<file path="src/sv/tsa_pkg.sv">
// Shared constants and controller/datapath command and status types for the
// terrain surface area accumulator. No dependencies.
package tsa_pkg;

	localparam int ROW_LEN_DEF     = 4096;
	localparam int HEIGHT_BITS_DEF = 12;
	localparam int FRAC_BITS_DEF   = 8;

	localparam int CFG_W = 13;
	localparam int SUM_W = 63;

	localparam int APB_ADDR_W = 2;
	localparam int APB_DATA_W = 32;

	localparam logic [CFG_W-1:0]      ROW_LENGTH_RESET = CFG_W'(4096);
	localparam logic [APB_ADDR_W-1:0] ADDR_ROW_LENGTH  = APB_ADDR_W'(0);

	typedef struct packed {
		logic load;          // take a sample transaction
		logic rd_right;      // line store address at column + 1
		logic mem_wr;        // write current sample into the line store
		logic capture_here;  // hold the previous-row sample of this column
		logic sq_start;      // load both square root units
		logic mul;           // multiply the two lengths
		logic acc;           // saturating add into the sum
		logic advance;       // step the column position
		logic emit;          // load the result register and restart the grid
	} tsa_cmd_t;

	typedef struct packed {
		logic eval;      // sample closes a cell
		logic sq_done;   // both square roots finished
		logic out_full;  // result register still occupied
		logic last;      // held sample ends the grid
	} tsa_stat_t;

endpackage

</file>
<file path="src/sv/tsa_ctrl.sv">
// Controller: sequences one sample through read, square root, multiply and
// accumulate (cell-closing samples only), then position update or result emit. Depends on tsa_pkg.
module tsa_ctrl import tsa_pkg::*; (
	input  logic      clk,
	input  logic      arst_n,
	input  logic      in_valid,
	output logic      in_ready,
	input  tsa_stat_t stat,
	output tsa_cmd_t  cmd
);
	typedef enum logic [2:0] {
		ST_IDLE,
		ST_RD_HERE,
		ST_RD_RIGHT,
		ST_SQ_START,
		ST_SQ_RUN,
		ST_MUL,
		ST_ACC,
		ST_FINISH
	} state_t;

	state_t state_q;
	state_t state_next;

	always_comb begin
		cmd        = '0;
		state_next = state_q;
		in_ready   = 1'b0;
		case (state_q)
			ST_IDLE: begin
				in_ready = 1'b1;
				if (in_valid) begin
					cmd.load   = 1'b1;
					state_next = ST_RD_HERE;
				end
			end
			ST_RD_HERE: begin
				if (stat.eval) begin
					state_next = ST_RD_RIGHT;
				end else begin
					cmd.mem_wr = 1'b1;
					state_next = ST_FINISH;
				end
			end
			ST_RD_RIGHT: begin
				cmd.rd_right     = 1'b1;
				cmd.capture_here = 1'b1;
				state_next       = ST_SQ_START;
			end
			ST_SQ_START: begin
				cmd.sq_start = 1'b1;
				cmd.mem_wr   = 1'b1;
				state_next   = ST_SQ_RUN;
			end
			ST_SQ_RUN: begin
				if (stat.sq_done) begin
					state_next = ST_MUL;
				end
			end
			ST_MUL: begin
				cmd.mul    = 1'b1;
				state_next = ST_ACC;
			end
			ST_ACC: begin
				cmd.acc    = 1'b1;
				state_next = ST_FINISH;
			end
			ST_FINISH: begin
				if (stat.last) begin
					if (!stat.out_full) begin
						cmd.emit   = 1'b1;
						state_next = ST_IDLE;
					end
				end else begin
					cmd.advance = 1'b1;
					state_next  = ST_IDLE;
				end
			end
			default: begin
				state_next = ST_IDLE;
			end
		endcase
	end

	always_ff @(posedge clk or negedge arst_n) begin
		if (!arst_n) begin
			state_q <= ST_IDLE;
		end else begin
			state_q <= state_next;
		end
	end
endmodule

</file>
<file path="config.mk">
export PLATFORM = sky130hd
export DESIGN_NAME = tsa_ctrl
export DESIGN_NICKNAME = d
export VERILOG_FILES = /design/src/sv/tsa_pkg.sv /design/src/sv/tsa_ctrl.sv
export SDC_FILE = /design/constraint.sdc
export NUM_CORES = 1
export LEC_CHECK = 0
export BUFFER_PORTS_ARGS = -buffer_cell sky130_fd_sc_hd__buf_2
export CAP_MARGIN = 20
export CORE_AREA = 3 3 40 42
export CTS_CLUSTER_SIZE = 40
export DETAILED_ROUTE_END_ITERATION = 10
export DIE_AREA = 0 0 43 45
export PLACE_DENSITY = 0.53
export SYNTH_ARGS = -nofsm -noshare
export SYNTH_HDL_FRONTEND = slang
export SYNTH_SLANG_ARGS = --single-unit
</file>
<file path="constraint.sdc">
create_clock -name clk -period 1.9 [get_ports clk]
set_input_delay 0.19 -clock clk [delete_from_list [all_inputs] [get_ports clk]]
set_output_delay 0.19 -clock clk [all_outputs]
set_load 0.01 [all_outputs]
</file>
; ---- Word-level counts from Yosys, hierarchy flattened
; Cells that the tools add are included.
[op_classes]
n_reduce_logical = 2
n_eq_ne = 10
mux = 19
[op_table]
columns = op, n
row1 = $pmux 3 s8, 1
row2 = $mux 3, 5
row3 = $eq 3x3->1 const B, 4
row4 = $mux 1, 11
row5 = $eq 3x2->1 const B, 2
row6 = $ne 2x2->1 const B, 2
row7 = $eq 3x1->1 const B, 1
row8 = $logic_not 3->1, 1
row9 = $ne 3x3->1 const B, 1
row10 = $reduce_and 3->1, 1
row11 = $mux 2, 1
row12 = $pmux 1 s2, 1
[word_totals]
wordCells = 32
ff_bits = 3
out_inout_bits = 10

; ---- Logic depth before layout (Yosys ltp)
; Gate-level depths: netlist of run 1.
[depth]
word_depth = 3
mapped_depth = 4
depth_no_buf = 3

; ---- Worst setup path after synthesis of run 1
; Ideal clock, no wire load.
[synth_timing]
path_kind = reg-to-output
from = register state_q[0]
to = output port cmd[7] (netlist bit)
slack_ns = 0.592
path_stages_with_launch = 4
n_path_buf = 2
t_arrival_ns = 1.118
path_cell_list = dfrtp_1 buf_4 nor3b_1 buf_4
[synth_rtl]
columns = item, line
row1 = start: declaration, tsa_ctrl.sv:22  ; state_t state_q;
row2 = start signal: assignment, tsa_ctrl.sv:89  ; state_q <= state_next;
row3 = end: declaration, tsa_ctrl.sv:9  ; output tsa_cmd_t cmd

==> impl_metrics.toml, run 1 <==
[placement]
hpwl_um = 486
port_buffers = 16
gp_congestion = 0.709
place_ws_ns = 0.578

[timing]
fin_ws_ns = 0.393
fmax_mhz = 664
skew_ns = 0.00146
whs_ns = 0.274
period_needed_ns = 1.51
period_share = 0.793
finalSetupViolations = 0
rsz0062_at_grt = "false"
relSlewSlack = 0.768
tns_ns = 0
slew_violations = 0
tightest_slew_ns = 0.348
final_hold_viol_count = 0

[worst_setup_path]
critPathSlowestCell = "dfrtp_1"
worst-path-buf-inv = 1
critPathTopFamily = "flip-flops"
timing.rr.end = "state_q[0]"
crit_type = "reg -> out"
critPathRequiredTime_ns = 1.71
timing.rr.start = "state_q[0]"
reg2reg_depth = 2
worstPathCellList = "nand3_1, nor3b_1, buf_2"
start_kind = "flip-flop"
rrSetupSlack_ns = 0.57
crit_path_end_kind = "output pin"
cp_max_fo = 12
max_stage_delay_ns = 0.54
cp.arrival_ns = 1.32

[drt]
drcViolationCount = 0
drt_iter0_drc = 4
vias_per_cell = 4.19
wl_per_cell_um = 10.1
ant_nets = 0
dr.pass1.iters = 2
drt-total-wl_um = 636
vias = 264

[cells_and_area]
area_growth_pct = 43.6
antenna_cells = 0
final_common_cell = "buf_2"
drive_gt1_frac = 0.417
top_register = "state_q"
reg_top3 = "state_q (3)"
largest_reg_flops = 3
layout_common_cells = "buf_2 (16), nor3b_1 (4), nor2_1 (4)"
finalNetCount = 56

[status]
status = "finished clean"

[logic_synthesis]
yosysTopAreaCell = "dfrtp_1"
synth.cell_area_um2 = 244
synth.distinct_cells = 16
synth_top_area_share = 0.308
synth_nets = 37
ys_ff_latch = 3
yosys_warnings = 0
synthTopCellsByArea = "dfrtp_1 (31%), nor3b_1 (12%), nand3_1 (6.2%)"
ys_seq_area_frac = 0.308
syn_area_per_cell_um2 = 8.13
netlist_instances = 30

[floorplanning]
io_pins = 17
coreArea_um2 = 1280
initial_core_util = 0.190
dieWidth_um = 43
die_h_um = 45
die_area_um2 = 1940
rows = 13

[clock_network]
clock-sinks = 3
cts-root-buf = "clkbuf_4"
path_clk_slew_ns = 0.04
cts_max_level = 1
cts_resized = 0
cts_inserted_buffers = 3
tritoncts = "built"
clk_path_buf_depth = 2
insertion_delay_ns = 0.24

[global_route]
grt_pass1_wl_um = 1060
overflow = 0
grt_usage = 0.0826
grt_start_max_net_pins = 13
antenna_found_initial = 0
grt_pass1_vias = 266

[pwr]
vdd_ir_drop_max_mv = 0.535
finalPower_w = 0.000547
cellLeakagePower_nw = 0.193
power.density_nw_per_um2 = 1560

[run]
maxCapViolations = 0

[min_path]
min_path_type = "in -> async"
## cell families (layout without fill, tap and decap cells)
family / Yosys count / after routing / share of synthesized area
multiplexers: 1 / 1 / 0.0615
flip-flops: 3 / 3 / 0.308
AO/OA/AOI/OAI: 5 / 5 / 0.133
AND/OR/NAND/NOR: 16 / 16 / 0.349
buffers and inverters: 5 / 23 / 0.149
## synthesized netlist by cell type, drive strengths merged
cell and n:
nand2 2, and3 1, clkbuf 1, a21oi 2, mux2 1, buf 2
o21ai 1, and2 1, nor3 1, o21a 1, nor2 4, dfrtp 3
a221o 1, nor3b 4, inv 2, nand3 3
## power breakdown
group          total, W  leakage [nW]  switching, W  internal [W]
Clock          0.000116        0.0150     0.0000369     0.0000789
Combinational  0.000257         0.145      0.000126      0.000132
Sequential     0.000174        0.0334     0.0000776     0.0000963
## worst reg2reg max path, stage by stage (launching register included)
cell and delay [ns]:
dfrtp_1 0.54, mux2_4 0.33, a221o_1 0.34
## area by class of cell
class | instances | area [um^2]
clock buffers | 4 | 26.3
fillers | 140 | 935
inverters | 2 | 7.51
multi-input cells | 22 | 133
flip-flops and latches | 3 | 75.1
well taps | 15 | 18.8
repair buffers | 17 | 90.1
## how the worst max path moves through the flow
stage,startpoint,endpoint,slack (ns),cells past startpoint
after floorplan,state_q[0],cmd[7],0.59,3
after global placement,state_q[0],state_q[0],0.61,2
after detailed placement,state_q[0],state_q[0],0.58,2
after CTS,state_q[0],cmd[0],0.39,3
after global routing,state_q[0],cmd[0],0.28,3
final,state_q[0],cmd[0],0.39,3
## through the flow
step | std cells | utilization | area, um^2
4_1_cts | 63 | 0.273 | 350
3_3_place_gp | 58 | 0.244 | 314
6_report | 63 | 0.273 | 350
5_1_grt | 63 | 0.273 | 350
2_1_floorplan | 30 | - | 244
3_5_place_dp | 58 | 0.244 | 314
## timing repair
item / in CTS / in global routing
buffers inserted: 0 / 0
hold buffers: 1 / 0
endpoints found under the setup margin: 0 / 0
hold endpoints to repair: 3 / 0
## routing by layer
metal  GRT usage  routed length, um  part of all wire  up-vias
met4      0.0723                 23             0.036        0
met5           0                  0                 0        -
li1            -                  -                 -      137
met3      0.0637                 60             0.094        2
met1      0.0872                302              0.47      112
met2       0.105                250              0.39       13
No activity file was read; power rests on OpenSTA's default activity.
==> run 2, diff against run 1 <==
Clock period 1.9 ns to 1.4 ns, I/O delays scaled along.
==> run 2 against run 1 <==
Net effect: critical path type unchanged; cell count increased by 6.3%; sequential share of layout area decreased by 1.9 points; clock power increased by 29%; clock-buffer cell count unchanged; first-iteration DRC count decreased by 25%; register-to-register slack got worse by 0.47 ns; largest cell class unchanged; global-route usage increased by 0.33 points; critical endpoint is now cmd[8]; flip-flop and latch count unchanged.
==> impl_metrics.toml, run 2 (synthesis results as in run 1) <==
[pwr]
power.density_nw_per_um2 = 2150
seqPwrFrac = 0.213
cellLeakagePower_nw = 0.214
pwr-share-comb = 0.612
clockPowerShare = 0.175
switching_share = 0.410
internal_power_w = 0.000504
vdd_ir_drop_max_mv = 0.598
net-switching-power_w = 0.000351

[cells_and_area]
reg_top3 = "state_q (3)"
drive_gt1_frac = 0.558
fillers = 152
largest_reg_flops = 3
top_register = "state_q"
seqCellArea_um2 = 77.6
multi_input_area_um2 = 148
antenna_cells = 0
finalNetCount = 60
area_growth_pct = 63.1
final_common_cell = "buf_2"
layout_common_cells = "buf_2 (16), nor2_1 (4), buf_4 (4)"
fin_cells = 67

[floorplanning]
coreArea_um2 = 1280
dieWidth_um = 43
initial_core_util = 0.190
die_h_um = 45
die_area_um2 = 1940
rows = 13
io_pins = 17

[min_path]
min_path_type = "in -> reg"

[worst_setup_path]
path_depth = 4
worst-path-buf-inv = 2
critPathTopFamily = "flip-flops"
crit_type = "reg -> out"
cp-startpoint = "state_q[1]"
timing.rr.end = "state_q[0]"
critPathSlowestCell = "dfrtp_1"
rrSetupSlack_ns = 0.1
timing.rr.start = "state_q[0]"
reg2reg_depth = 3
worstPathCellList = "buf_4, nor3_2, and2_1, buf_2"
max_stage_delay_ns = 0.37
start_kind = "flip-flop"
crit_path_end_kind = "output pin"
critPathCapture = "cmd[8]"
cp.arrival_ns = 1.16
cp_max_fo = 6
critPathRequiredTime_ns = 1.26

[drt]
drt-total-wl_um = 663
drt_iter0_drc = 3
dr.pass1.iters = 2
ant_nets = 0
wl_met1_um = 265
drcViolationCount = 0
wl_met3_um = 44
vias = 285
route.met2.wl_um = 330
vias_per_cell = 4.25
top_layer = "met4"
wl_per_cell_um = 9.90

[run]
maxCapViolations = 0

[clock_network]
clk_path_buf_depth = 2
cts_max_level = 1
path_clk_slew_ns = 0.04
cts-root-buf = "clkbuf_4"
insertion_delay_ns = 0.23
clock-sinks = 3
cts_inserted_buffers = 3
tritoncts = "built"

[timing]
finalSetupViolations = 0
skew_ns = 0.00198
fmax_mhz = 766
period_needed_ns = 1.30
rsz0062_at_grt = "false"
tns_ns = 0
final_hold_viol_count = 0
period_share = 0.932
whs_ns = 0.223
relSlewSlack = 0.862
tightest_slew_ns = 0.206
slew_violations = 0

[global_route]
grt_pass1_vias = 302
antenna_found_initial = 0
overflow = 0
grt_pass1_wl_um = 1140
grt_usage = 0.0859
grt_start_max_net_pins = 8

[placement]
hpwl_um = 515
place_inst = 60
port_buffers = 16
gp_congestion = 0.734

[status]
status = "finished clean"
## run 2: how the worst min path moves through the flow
stage	start	depth (start not counted)	to	slack [ns]
2_1_floorplan	arst_n	0	state_q[0]	-0.16
3_3_place_gp	arst_n	1	state_q[2]	-0.06
3_5_place_dp	arst_n	1	state_q[2]	-0.06
4_1_cts	stat[1]	3	state_q[2]	0.22
5_1_grt	arst_n	2	state_q[2]	0.26
6_report	stat[0]	3	state_q[2]	0.22
## run 2: power groups by stage
| stage | logic [W] | registers, W | clock network, W |
|---|---|---|---|
| after floorplan | 0.000350 | 0.000169 | 0 |
| after global placement | 0.000430 | 0.000206 | 0 |
| after detailed placement | 0.000424 | 0.000208 | 0 |
| after CTS | 0.000505 | 0.000176 | 0.000158 |
| after global routing | 0.000592 | 0.000189 | 0.000161 |
| final | 0.000523 | 0.000182 | 0.000150 |
## run 2: final cells by class
type | count | share of cell area
Tap cell | 15 | 0.0472
Inverter | 2 | 0.0189
Multi-Input combinational cell | 22 | 0.371
Clock buffer | 4 | 0.0660
Timing Repair Buffer | 21 | 0.302
Sequential cell | 3 | 0.195
## run 2: metrics by stage
stage	util	instance area (um^2)	power, W	setup WS, ns
final	0.310	398	0.000855	0.0951
after global placement	0.256	329	0.000636	0.177
after floorplan	-	244	0.000519	0.142
after CTS	0.297	382	0.000839	0.0346
after global routing	0.310	398	0.000942	0.00959
after detailed placement	0.256	329	0.000631	0.158
## run 2: tightest hold or removal path, cell delays in order
cell     delay (ns)
buf_2          0.10
a21oi_1        0.07
a21oi_1        0.10
## run 2: repair_timing
action	in CTS	in global routing
setup buffers	2	0
hold endpoints to repair	3	0
setup endpoints to repair	2	4
gates resized for setup	1	5
hold buffers	1	0
pin swaps	0	0
## run 2: metal layers
layer,vias up,global-route usage
li1,145,-
met4,0,0.108
met5,-,0
met1,128,0.0847
met2,10,0.129
met3,2,0.0279
